**src/design/mfu_pkg.sv**
```systemverilog
// ----------------------------------------------------------------------------
// mfu_pkg: shared types and constants for the marker frame unstuffer
// markers, default byte limit and the op word passed from front to back
// ----------------------------------------------------------------------------
`default_nettype none

package mfu_pkg;

  localparam logic [7:0] MARK_ESC   = 8'd253;
  localparam logic [7:0] MARK_START = 8'd254;
  localparam logic [7:0] MARK_END   = 8'd255;

  localparam int unsigned MAX_MESSAGE = 64;

  // absolute cap so the kept count fits 7 bits
  localparam int unsigned COUNT_CAP = 127;

  typedef enum logic {
    OP_DATA,
    OP_END
  } mfu_op_e;

  // one queued op: a decoded data byte, or an end of frame
  // value is the data byte, or the declared count on an end op
  typedef struct packed {
    mfu_op_e    kind;
    logic [7:0] value;
    logic       dangling;
  } mfu_op_t;

endpackage

`default_nettype wire

```
**src/design/marker_frame_unstuffer.sv**
```systemverilog
// ----------------------------------------------------------------------------
// marker_frame_unstuffer: start/end marker deframer with escape unstuffing
// path: a taken byte is decoded and queued, then written to the output register
// throughput: one byte per cycle while the queue is not full; the front
// stalls the input once the two-entry queue fills under output stall
// reset: asynchronous, active low; idle phase, counts and flags cleared
// ----------------------------------------------------------------------------
`default_nettype none

module marker_frame_unstuffer #(
  parameter int unsigned MaxMessage = mfu_pkg::MAX_MESSAGE
) (
  input  wire logic       clk_i,
  input  wire logic       rst_ni,
  // input beat channel
  input  wire logic       in_valid_i,
  output logic            in_stall_o,
  input  wire logic [7:0] rx_byte_i,
  // result beat channel
  output logic            out_valid_o,
  input  wire logic       out_stall_i,
  output logic [7:0]      data_byte_o,
  output logic            frame_end_o,
  output logic [7:0]      declared_count_o,
  output logic [6:0]      decoded_count_o,
  output logic            overflow_o,
  output logic            dangling_escape_o
);
  import mfu_pkg::*;

  logic    q_full, q_valid, push, pop, accept;
  mfu_op_t push_op, head_op;

  // front stalls only on a full queue, never on the output side directly
  assign in_stall_o = q_full;
  assign accept     = in_valid_i && !q_full;

  // front: phase tracking, count capture, escape decode
  mfu_front u_front (
    .clk_i     (clk_i),
    .rst_ni    (rst_ni),
    .accept_i  (accept),
    .rx_byte_i (rx_byte_i),
    .op_o      (push_op),
    .push_o    (push)
  );

  // decouples the byte stream from output back-pressure
  mfu_queue u_queue (
    .clk_i   (clk_i),
    .rst_ni  (rst_ni),
    .push_i  (push),
    .op_i    (push_op),
    .full_o  (q_full),
    .pop_i   (pop),
    .valid_o (q_valid),
    .op_o    (head_op)
  );

  // back: byte limit, overflow tracking, end report and output register
  mfu_back #(
    .MaxMessage (MaxMessage)
  ) u_back (
    .clk_i             (clk_i),
    .rst_ni            (rst_ni),
    .q_valid_i         (q_valid),
    .q_op_i            (head_op),
    .pop_o             (pop),
    .out_valid_o       (out_valid_o),
    .out_stall_i       (out_stall_i),
    .data_byte_o       (data_byte_o),
    .frame_end_o       (frame_end_o),
    .declared_count_o  (declared_count_o),
    .decoded_count_o   (decoded_count_o),
    .overflow_o        (overflow_o),
    .dangling_escape_o (dangling_escape_o)
  );

endmodule

`default_nettype wire

```
**src/design/mfu_front.sv**
```systemverilog
// ----------------------------------------------------------------------------
// mfu_front: frame tracker and classifier
// follows the marker phase, holds the count byte and pushes data/end ops
// ----------------------------------------------------------------------------
`default_nettype none

module mfu_front (
  input  wire logic           clk_i,
  input  wire logic           rst_ni,
  input  wire logic           accept_i,
  input  wire logic [7:0]     rx_byte_i,
  output mfu_pkg::mfu_op_t    op_o,
  output logic                push_o
);
  import mfu_pkg::*;

  typedef enum logic [1:0] {
    PH_IDLE,
    PH_COUNT,
    PH_DATA,
    PH_ESC
  } phase_e;

  phase_e     phase_q, phase_d;
  logic [7:0] held_count_q, held_count_d;

  always_comb begin
    phase_d      = phase_q;
    held_count_d = held_count_q;
    push_o       = 1'b0;
    op_o         = '{kind: OP_DATA, value: rx_byte_i, dangling: 1'b0};
    if (accept_i) begin
      unique case (phase_q)
        PH_IDLE: begin
          if (rx_byte_i == MARK_START) begin
            phase_d      = PH_COUNT;
            held_count_d = '0;
          end
        end
        PH_COUNT: begin
          held_count_d = rx_byte_i;
          phase_d      = PH_DATA;
        end
        PH_DATA, PH_ESC: begin
          priority if (rx_byte_i == MARK_END) begin
            push_o       = 1'b1;
            op_o         = '{kind: OP_END, value: held_count_q,
                             dangling: (phase_q == PH_ESC)};
            phase_d      = PH_IDLE;
            held_count_d = '0;
          end else if (phase_q == PH_ESC) begin
            push_o   = 1'b1;
            op_o.value = rx_byte_i + MARK_ESC;  // wraps mod 256
            phase_d  = PH_DATA;
          end else if (rx_byte_i == MARK_ESC) begin
            phase_d = PH_ESC;
          end else begin
            push_o = 1'b1;
          end
        end
        default: phase_d = PH_IDLE;
      endcase
    end
  end

  always_ff @(posedge clk_i or negedge rst_ni) begin
    if (!rst_ni) begin
      phase_q      <= PH_IDLE;
      held_count_q <= '0;
    end else begin
      phase_q      <= phase_d;
      held_count_q <= held_count_d;
    end
  end

endmodule

`default_nettype wire

```
**src/design/mfu_queue.sv**
```systemverilog
// ----------------------------------------------------------------------------
// mfu_queue: two-entry op queue between front and back
// push and pop may happen in the same cycle
// ----------------------------------------------------------------------------
`default_nettype none

module mfu_queue (
  input  wire logic             clk_i,
  input  wire logic             rst_ni,
  input  wire logic             push_i,
  input  wire mfu_pkg::mfu_op_t op_i,
  output logic                  full_o,
  input  wire logic             pop_i,
  output logic                  valid_o,
  output mfu_pkg::mfu_op_t      op_o
);
  import mfu_pkg::*;

  mfu_op_t    mem_q [2];
  logic       wr_ptr_q, rd_ptr_q;
  logic [1:0] count_q;
  logic       do_push, do_pop;

  assign full_o  = (count_q == 2'd2);
  assign valid_o = (count_q != 2'd0);
  assign op_o    = mem_q[rd_ptr_q];

  assign do_push = push_i && !full_o;
  assign do_pop  = pop_i && valid_o;

  always_ff @(posedge clk_i) begin
    if (do_push) begin
      mem_q[wr_ptr_q] <= op_i;
    end
  end

  always_ff @(posedge clk_i or negedge rst_ni) begin
    if (!rst_ni) begin
      wr_ptr_q <= 1'b0;
      rd_ptr_q <= 1'b0;
      count_q  <= 2'd0;
    end else begin
      if (do_push) wr_ptr_q <= ~wr_ptr_q;
      if (do_pop)  rd_ptr_q <= ~rd_ptr_q;
      unique case ({do_push, do_pop})
        2'b10:   count_q <= count_q + 2'd1;
        2'b01:   count_q <= count_q - 2'd1;
        default: count_q <= count_q;
      endcase
    end
  end

endmodule

`default_nettype wire

```
**src/design/mfu_back.sv**
```systemverilog
// ----------------------------------------------------------------------------
// mfu_back: op executor and output register
// counts kept bytes, drops past the limit, builds the end-of-frame report
// ----------------------------------------------------------------------------
`default_nettype none

module mfu_back #(
  parameter int unsigned MaxMessage = mfu_pkg::MAX_MESSAGE
) (
  input  wire logic             clk_i,
  input  wire logic             rst_ni,
  input  wire logic             q_valid_i,
  input  wire mfu_pkg::mfu_op_t q_op_i,
  output logic                  pop_o,
  output logic                  out_valid_o,
  input  wire logic             out_stall_i,
  output logic [7:0]            data_byte_o,
  output logic                  frame_end_o,
  output logic [7:0]            declared_count_o,
  output logic [6:0]            decoded_count_o,
  output logic                  overflow_o,
  output logic                  dangling_escape_o
);
  import mfu_pkg::*;

  localparam int unsigned LimitInt =
    (MaxMessage > COUNT_CAP) ? COUNT_CAP : MaxMessage;
  localparam logic [6:0] Limit = 7'(LimitInt);

  logic [6:0] kept_q, kept_d;
  logic       ovf_q, ovf_d;
  logic       out_valid_q, out_valid_d;
  logic [7:0] data_q, data_d, decl_q, decl_d;
  logic [6:0] dcnt_q, dcnt_d;
  logic       end_q, end_d, ovf_out_q, ovf_out_d, dang_q, dang_d;

  // output register is free when empty or being taken
  assign pop_o = q_valid_i && (!out_valid_q || !out_stall_i);

  always_comb begin
    kept_d      = kept_q;
    ovf_d       = ovf_q;
    out_valid_d = out_valid_q && out_stall_i;
    data_d      = data_q;
    end_d       = end_q;
    decl_d      = decl_q;
    dcnt_d      = dcnt_q;
    ovf_out_d   = ovf_out_q;
    dang_d      = dang_q;
    if (pop_o) begin
      unique case (q_op_i.kind)
        OP_DATA: begin
          if (kept_q >= Limit) begin
            ovf_d       = 1'b1;
            out_valid_d = 1'b0;
          end else begin
            kept_d      = kept_q + 7'd1;
            out_valid_d = 1'b1;
            data_d      = q_op_i.value;
            end_d       = 1'b0;
            decl_d      = '0;
            dcnt_d      = '0;
            ovf_out_d   = 1'b0;
            dang_d      = 1'b0;
          end
        end
        OP_END: begin
          out_valid_d = 1'b1;
          data_d      = '0;
          end_d       = 1'b1;
          decl_d      = q_op_i.value;
          dcnt_d      = kept_q;
          ovf_out_d   = ovf_q;
          dang_d      = q_op_i.dangling;
          kept_d      = '0;
          ovf_d       = 1'b0;
        end
        default: out_valid_d = 1'b0;
      endcase
    end
  end

  always_ff @(posedge clk_i or negedge rst_ni) begin
    if (!rst_ni) begin
      kept_q      <= '0;
      ovf_q       <= 1'b0;
      out_valid_q <= 1'b0;
    end else begin
      kept_q      <= kept_d;
      ovf_q       <= ovf_d;
      out_valid_q <= out_valid_d;
    end
  end

  always_ff @(posedge clk_i) begin
    data_q    <= data_d;
    end_q     <= end_d;
    decl_q    <= decl_d;
    dcnt_q    <= dcnt_d;
    ovf_out_q <= ovf_out_d;
    dang_q    <= dang_d;
  end

  assign out_valid_o       = out_valid_q;
  assign data_byte_o       = data_q;
  assign frame_end_o       = end_q;
  assign declared_count_o  = decl_q;
  assign decoded_count_o   = dcnt_q;
  assign overflow_o        = ovf_out_q;
  assign dangling_escape_o = dang_q;

endmodule

`default_nettype wire

```
**config.mk**
```make
export PLATFORM = sky130hd
export DESIGN_NAME = marker_frame_unstuffer
export DESIGN_NICKNAME = d
export VERILOG_FILES = /design/src/design/mfu_pkg.sv /design/src/design/marker_frame_unstuffer.sv /design/src/design/mfu_front.sv /design/src/design/mfu_queue.sv /design/src/design/mfu_back.sv
export SDC_FILE = /design/constraint.sdc
export NUM_CORES = 1
export LEC_CHECK = 0
export BUFFER_PORTS_ARGS = -buffer_cell sky130_fd_sc_hd__clkbuf_2
export CAP_MARGIN = 20
export CELL_PAD_IN_SITES_DETAIL_PLACEMENT = 1
export CELL_PAD_IN_SITES_GLOBAL_PLACEMENT = 2
export CORE_ASPECT_RATIO = 1.1
export CORE_MARGIN = 10
export CORE_UTILIZATION = 42
export CTS_CLUSTER_DIAMETER = 200
export DETAILED_ROUTE_END_ITERATION = 6
export PLACE_DENSITY_LB_ADDON = 0.08
export SYNTH_ARGS = -nofsm -noshare
export SYNTH_HDL_FRONTEND = slang
export SYNTH_SLANG_ARGS = --single-unit
```
**constraint.sdc**
```tcl
create_clock -name clk_i -period 6.1 [get_ports clk_i]
set_input_delay 0.305 -clock clk_i [delete_from_list [all_inputs] [get_ports clk_i]]
set_output_delay 0.305 -clock clk_i [all_outputs]
set_load 0.01 [all_outputs]
```
==> results of run 1 <==
-- sequential cells by signal, indices dropped and copies added, names as in the netlist, 2 cells and up --
register / cells
u_queue.mem_q: 20
u_back.data_byte_o: 8
u_back.declared_count_o: 8
u_front.held_count_q: 8
u_back.decoded_count_o: 7
u_back.kept_q: 7
u_front.phase_q: 2
u_queue.count_q: 2
-- worst max-delay path by stage --
stage,startpoint,endpoint,depth (start not counted)
global placement,u_queue.rd_ptr_q,u_back.data_byte_o[7],5
global route,u_queue.rd_ptr_q,u_back.decoded_count_o[6],5
detailed placement,u_queue.rd_ptr_q,u_back.declared_count_o[7],5
CTS,u_queue.rd_ptr_q,u_back.declared_count_o[1],5
finish,u_queue.rd_ptr_q,u_back.dangling_escape_o,5
floorplan,u_queue.count_q[0],u_queue.mem_q[1][0],5
-- routing by layer --
metal,track usage [%],up-vias,share of wire [%]
met5,0,-,0
met1,15.0,968,44
met4,4.18,0,1.2
met2,20.9,42,50
li1,-,975,-
met3,3.83,9,5.4
-- critical path: cells and delay by family, from the launching register on --
family          cells  cell delay [ps]
compound gates      1              170
flops               1              680
buf+inv             3             1210
mux                 1              140
-- layout make-up --
| type | instances | area [sq um] |
|---|---|---|
| fill | 760 | 3500 |
| sequential | 69 | 1960 |
| multi-input combinational | 149 | 992 |
| clock inverter | 6 | 86.3 |
| tap | 85 | 106 |
| clock buffer | 10 | 138 |
| inverter | 14 | 52.6 |
| timing repair buffer | 41 | 213 |
-- cells in the mapped netlist, types with 2 or more instances --
master / number / area, sq um
o22ai_1: 3 / 18.8
a21oi_1: 9 / 45.0
nand2_1: 12 / 45.0
o21ai_0: 8 / 40.0
a2bb2oi_1: 2 / 17.5
a31oi_1: 2 / 12.5
nand3_1: 7 / 35.0
a21o_1: 2 / 15.0
o21ai_1: 5 / 25.0
a22o_1: 10 / 87.6
clkbuf_8: 2 / 27.5
nor2_1: 28 / 105
inv_1: 12 / 45.0
o2bb2ai_1: 4 / 35.0
xnor2_1: 4 / 35.0
clkbuf_1: 3 / 11.3
a22oi_1: 3 / 22.5
inv_2: 2 / 7.51
ha_1: 5 / 62.6
dfrtp_1: 23 / 576
nor4_1: 4 / 25.0
edfxtp_1: 46 / 1380
mux2i_1: 13 / 130
and2_1: 6 / 37.5
o31ai_1: 2 / 15.0
nor3_1: 3 / 15.0
-- metrics by stage --
step | instances | hold WS (ps)
finish | 374 | 190
global route | 374 | 202
CTS | 374 | 185
detailed placement | 357 | 354
global placement | 357 | 346
floorplan | 238 | 9.41
-- kinds of logic (layout without fill, tap and decap cells) --
group           Yosys count  after routing  synth area share [%]
simple gates             72             72                  12.7
xor+xnor                  5              5                  1.44
fa+ha+maj                 5              5                  2.06
buf+inv                  20             71                  3.12
compound gates           54             54                  12.1
flops                    69             69                  64.3
mux                      13             13                  4.27
-- power breakdown --
part           internal, mW  switching [mW]  total (mW)
Sequential            0.643          0.0693       0.713
Combinational         0.139           0.225       0.365
Clock                 0.241           0.175       0.416
Total                  1.02           0.470        1.49
==> out/qor.csv, run 1 <==
metric,value,unit
async_flop_share,33.3,%
antenna_cells,0,
dieHeight,109,um
path_clk_slew,70,ps
final.setup_skew,8.56,ps
cts_resized,0,
syn_area,3040,sq um
syn_nets,255,
arrival,2560,ps
drc,0,
post-route-period-util,42.6,%
area_growth,16.4,%
worstPathMaxFanout,26,
cpPeakStageDelay,740,ps
gp_congestion,0.769,
fin_crit,2600,ps
hp-class,input port to register,
worstReg2RegEnd,u_back.dangling_escape_o,
cp-start-kind,register,
outcome,completed,
cts_made_buffers,9,
leakage,1.49,nW
synth_area_per_cell,12.8,sq um
endpoint_kind,register,
routed_via_density,5.33,
yosysSeqAreaShare,64.3,%
io_buffer_count,39,
grt_max_degree,27,
cts_tree,yes,
cts_root_buffer,clkbuf_8,
ys_ff_latch,69,
hold_buffers,1,
cp_slowest_cell,inv_1,
ant_nets,0,
cellPowerDensity,421,nW/um^2
grt_pass1_vias,2072,
initial_utilization,43.2,%
min_from,out_stall_i,
ys.flop_type,edfxtp_1,
cts_setup_buffers,0,
cts_buffer_depth,2,
dp_hpwl,4.92,mm
layout_commonest_cell,edfxtp_1,
core,7050,sq um
postLayoutCoreUtil,50.3,%
max_freq,385,MHz
finalSetupTns,0,ps
post_dp_cell_area,3310,sq um
peakVddDrop,0.175,mV
synth_enable_flop_cells,46,
whs_endpoint,u_back.out_valid_o,
clkLatencyLatePin,340,ps
overflow,0,
grt.total_usage,12.5,%
nNetsFinal,301,
rsz0062_at_grt,false,
required,6060,ps
rows,32,
synth.distinct_cells,44,
chipWidth,101,um
worstPathCellList,"mux2i_1, buf_4, inv_2, o21ai_1, inv_1",
hold_viol,0,
vias,1994,
r2r_start,u_queue.rd_ptr_q,
dieArea,11100,sq um
postSynthCellCount,238,
p_total,1.49,mW
grt_first_pass_wirelength,10.9,mm
drt_iter0_markers,43,
htreeDepth,3,
drive_above_1_share,21.8,%
firstDrtPassIters,4,
cap_violations,0,
worst_slew_pin_slew,976,ps
holdPathStages,3,
ios,40,
layout_setup_ws,3500,ps
drt_wl_total,6.63,mm
rrSetupSlack,3500,ps
wl_per_cell,17.7,um
setup_violations,0,
antenna_found_initial,0,
reg2reg_depth,5,
crit_type,register to register,
synth_warnings,0,
max_slew_margin,34.8,%
finalMaxSlewViolations,0,
final_cell_mix,"edfxtp_1 (46), clkbuf_2 (39), nor2_1 (28), dfrtp_1 (23), mux2i_1 (13)",
cts_sinks,69,
pre_cts_ws,3480,ps
postLayoutCellArea,3540,sq um
No activity file was read; power rests on OpenSTA's default activity.
==> run 2, diff against run 1 <==
ABC_AREA = 1   (was default)
CORE_UTILIZATION = 37   (was 42)
clock period = 2.45 ns   (was 6.1 ns; I/O delays follow)
==> run 2 against run 1 <==
Net effect: combinational power rose to 4.2 times the previous value; worst setup slack got worse by 3000 ps; cell count is 32% higher; clock-buffer cell count is the same; global-route usage is 0.38 points lower; wire length is 12% higher; sequential share of layout area decreased by 5.1 points; hold slack got worse by 160 ps; via count up 17%; largest cell class unchanged.
==> out/qor.csv, run 2 <==
metric,value,unit
synth_enable_flop_cells,46,
power_frac_comb,31.8,%
grt_first_pass_wirelength,12.3,mm
syn_area,3300,sq um
yosysSeqAreaShare,59.3,%
ant_nets,0,
overflow,0,
swShare,34.5,%
cts_made_buffers,9,
worstPathMaxFanout,10,
use_met1,13.1,%
rsz0062_at_grt,false,
io_buffer_count,39,
crit_type,register to register,
vias,2327,
initial_utilization,37.5,%
cts_resized,0,
wl_per_cell,15.1,um
synthTopCellsByArea,"edfxtp_1 (42%), dfrtp_1 (17%), nand2_1 (8.1%)",
cellPowerDensity,1230,nW/um^2
dp_hpwl,5.80,mm
path_clk_slew,80,ps
chipWidth,110,um
clkLatencyLatePin,350,ps
synth.top_cell.area_share,41.9,%
synth_warnings,0,
p_switching,1.65,mW
p_seq_share,42.5,%
firstDrtPassIters,4,
htreeDepth,3,
dieArea,13100,sq um
grt_pass1_vias,2500,
area_growth,18.4,%
hold_buffers,1,
finalMaxSlewViolations,0,
drive_above_1_share,21.4,%
startpoint,u_front.phase_q[1],
cpPeakStageDelay,660,ps
grt_max_degree,31,
syn_nets,341,
dieHeight,119,um
peakVddDrop,0.333,mV
grtUsageMet2,20.7,%
synth.distinct_cells,31,
cts_root_buffer,clkbuf_8,
grt_busiest_layer,met2,
cp_top_family,flip-flops,
finalSetupTns,0,ps
final_cell_mix,"nand2_1 (71), edfxtp_1 (46), nor2_1 (45), clkbuf_2 (39), inv_1 (34)",
antenna_found_initial,0,
post-route-period-util,81.2,%
worstPathCellList,"nand2_1, nand4_1, nand2_1, ha_1, a21oi_1, o21ai_0, xnor2_1",
rrSetupSlack,460,ps
whs,34.9,ps
routed_via_density,4.73,
max_freq,503,MHz
reg2reg_depth,7,
fin_crit,1990,ps
yosysMostFrequentCell,nand2_1,
synth_largest_area_cell,edfxtp_1,
regMostFlops,u_queue.mem_q,
endpoint_kind,register,
use_met3,3.67,%
cp-start-kind,register,
cap_violations,0,
cts_sinks,69,
final.setup_skew,12.4,ps
leakage,1.85,nW
hp-class,input port to register,
setup.worst_path.end,u_queue.count_q[1],
ys.flop_type,edfxtp_1,
nNetsFinal,390,
p_int,3.14,mW
max_slew_margin,57.3,%
ys_ff_latch,69,
cp.depth,7,
layout_commonest_cell,nand2_1,
worst_slew_pin_slew,641,ps
synth_area_per_cell,10.2,sq um
r2r_start,u_front.phase_q[1],
clock_power_share,25.6,%
hold_viol,0,
arrival,2210,ps
crit_buf_inv,0,
rows,36,
async_flop_share,33.3,%
core,8780,sq um
path_common_cell,nand2_1,
gp_congestion,0.800,
antenna_cells,0,
synth.cells.most_frequent,"nand2_1 (71), edfxtp_1 (46), nor2_1 (45)",
postSynthCellCount,324,
outcome,completed,
grt.total_usage,12.1,%
setup_violations,0,
drc,0,
p_total,4.79,mW
cts_setup_buffers,0,
worstReg2RegEnd,u_queue.count_q[1],
largest_register_ffs,20,
drt_iter0_markers,42,
required,2670,ps
cts_tree,yes,
ios,40,
drt_wl_total,7.44,mm
cp_slowest_cell,dfrtp_1,
cts_buffer_depth,2,
## run 2: cell count changes in the layout (fill, tap and decap cells not counted), sizes merged, moves of 6 or more
cell / change
nor2: +24
nand2: +66
a22o: -10
inv: +24
nand4: +6
a21oi: -6
nand3: +24
and2: -6
## run 2: worst min-delay path, cell delays in order
cell and delay (ps):
clkbuf_2 80, nand2_1 70, nand2_1 80
## run 2: cell type report
class	count	area [sq um]
Timing Repair Buffer	43	228
Sequential cell	69	1960
Fill cell	1028	4880
Clock buffer	10	138
Clock inverter	6	134
Multi-Input combinational cell	212	1160
Tap cell	114	143
Inverter	38	143
## run 2: worst min path at each step
stage                     start                       to  slack (ps)  depth (start not counted)
CTS                 out_stall_i       u_back.out_valid_o          30                          3
finish              out_stall_i       u_back.out_valid_o          30                          3
detailed placement       rst_ni  u_front.held_count_q[1]         180                          1
global route        out_stall_i       u_back.out_valid_o          40                          3
floorplan                rst_ni         u_back.kept_q[0]        -170                          0
global placement         rst_ni  u_front.held_count_q[1]         170                          1
## run 2: power by group through the flow
stage,registers (mW),clock network (mW),logic [mW]
final,2.04,1.23,1.52
after CTS,2.05,1.25,1.57
after detailed placement,2.07,0,1.56
after floorplan,2.10,0,0.969
after global routing,2.09,1.30,1.74
after global placement,2.06,0,1.54
## run 2: kinds of logic after synthesis
| group | count (synthesis) | synth area share [%] |
|---|---|---|
| multiplexers | 8 | 2.43 |
| buffers and inverters | 43 | 5.39 |
| flip-flops | 69 | 59.3 |
| AO/OA/AOI/OAI | 21 | 4.14 |
| AND/OR/NAND/NOR | 172 | 25.2 |
| adder cells (fa/ha/maj) | 5 | 1.90 |
| XOR/XNOR | 6 | 1.59 |
## run 2: stage by stage
stage | instance area [sq um] | setup slack (ps) | cells | util, %
6_report | 3910 | 461 | 492 | 44.5
3_5_place_dp | 3620 | 492 | 475 | 41.3
5_1_grt | 3910 | 267 | 492 | 44.5
2_1_floorplan | 3300 | 716 | 324 | -
3_3_place_gp | 3620 | 577 | 475 | 41.3
4_1_cts | 3910 | 472 | 492 | 44.5
## run 2: routing by layer
metal,up-vias,part of all wire (%)
met3,11,5.3
met4,0,2.3
met5,-,0
met1,1098,42
li1,1171,-
met2,47,50
==> run 3, diff against run 2 <==
clock period = 2.07 ns   (was 2.45 ns; I/O delays follow)
==> run 3 against run 2 <==
Net effect: utilization shrank 0.46 points; hold slack lost 15 ps; die area is the same; register-to-register slack lost 97 ps; design area shrank 1.0%; critical endpoint unchanged; clock skew shrank 1.4 ps; critical path type unchanged; sequential share of layout area grew 0.52 points; global-route usage is essentially flat.
==> out/qor.csv, run 3 (same netlist as run 2, synthesis figures left out) <==
metric,value,unit
grt_first_pass_wirelength,12.5,mm
layout_commonest_cell,nand2_1,
multi_input_area,1160,sq um
dp_hpwl,5.76,mm
worst_slew_pin_slew,659,ps
cts_resized,0,
cts_buffer_depth,2,
grt.total_usage,12.1,%
dieHeight,119,um
drt_iter0_markers,50,
cts_root_buffer,clkbuf_8,
hp-class,input port to register,
cellPowerDensity,1390,nW/um^2
gp_congestion,0.860,
nNetsFinal,393,
cts_made_buffers,9,
area_growth,17.2,%
post_dp_cell_area,3650,sq um
ant_nets,0,
final_cell_mix,"nand2_1 (71), edfxtp_1 (46), nor2_1 (45), clkbuf_2 (39), inv_1 (34)",
rsz0062_at_grt,false,
final.setup_skew,11.0,ps
nFillCells,1036,
arrival,1930,ps
grt_pass1_vias,2455,
peakVddDrop,0.369,mV
finalMaxSlewViolations,0,
max_freq,586,MHz
grt_max_degree,31,
drive_above_1_share,22.0,%
ff_latch_area,1960,sq um
endpoint_kind,register,
p_total,5.38,mW
dieArea,13100,sq um
whs,19.8,ps
path_clk_slew,80,ps
max_slew_margin,56.1,%
leakage,1.84,nW
vias,2349,
cts_tree,yes,
drc,0,
stdcell_count,495,
cp-start-kind,register,
required,2290,ps
pre_cts_ws,350,ps
clkLatencyLatePin,340,ps
hold_viol,0,
cap_violations,0,
initial_utilization,37.5,%
ios,40,
postLayoutCellArea,3860,sq um
cts_sinks,69,
finalSetupTns,0,ps
setup_violations,0,
routed_via_density,4.75,
crit_type,register to register,
post-route-period-util,82.5,%
dp.cells,478,
largest_register_ffs,20,
antenna_cells,0,
postLayoutCoreUtil,44.0,%
firstDrtPassIters,4,
overflow,0,
rows,36,
io_buffer_count,39,
drt_wl_total,7.43,mm
fin_crit,1710,ps
wl_per_cell,15.0,um
layout_setup_ws,363,ps
worstPathMaxFanout,6,
regMostFlops,u_queue.mem_q,
chipWidth,110,um
antenna_found_initial,0,
core,8780,sq um
htreeDepth,3,
outcome,completed,
## run 3: critical path: stages (launching register included)
cell and delay (ps):
dfrtp_1 470, nand2_1 180, nand4_1 160, nand2_1 110, ha_1 310, a21oi_1 110, o21ai_0 110, xnor2_1 140
## run 3: final cells by class
class	instances	share of cell area [%]
clock inverters	5	1.49
clock buffers	11	3.92
repair buffers	46	6.47
flip-flops and latches	69	50.6
well taps	114	3.69
multi-input cells	212	30.1
inverters	38	3.69
## run 3: path summary, 6_finish.rpt
check | from | to | slack (ps) | cells after the start
setup / recovery | u_front.phase_q[1] | u_queue.count_q[1] | 360 | 7
hold / removal | out_stall_i | u_back.out_valid_o | 20 | 3
setup reg to reg | u_front.phase_q[1] | u_queue.count_q[1] | 360 | 7
hold reg to reg | u_front.held_count_q[3] | u_front.held_count_q[3] | 480 | 2
max in group asynchronous | rst_ni | u_front.held_count_q[2] | 1320 | 2
min in group asynchronous | rst_ni | u_front.held_count_q[1] | 320 | 2
## run 3: metal layers
| layer | vias to the layer above | wire (um) | GRT usage, % |
|---|---|---|---|
| li1 | 1172 | - | - |
| met1 | 1113 | 3170 | 14.2 |
| met2 | 49 | 3650 | 19.9 |
| met3 | 15 | 380 | 2.37 |
| met4 | 0 | 235 | 6.92 |
| met5 | - | 0 | 0 |
## run 3: power by group
part | switching [mW] | internal (mW)
sequential | 0.222 | 2.14
combinational | 1.24 | 0.652
clock | 0.506 | 0.624
total | 1.97 | 3.42
## run 3: timing repair
item | in CTS | in global routing
endpoints found under the hold margin | 23 | 0
setup buffers | 0 | 0
hold buffers | 1 | 0
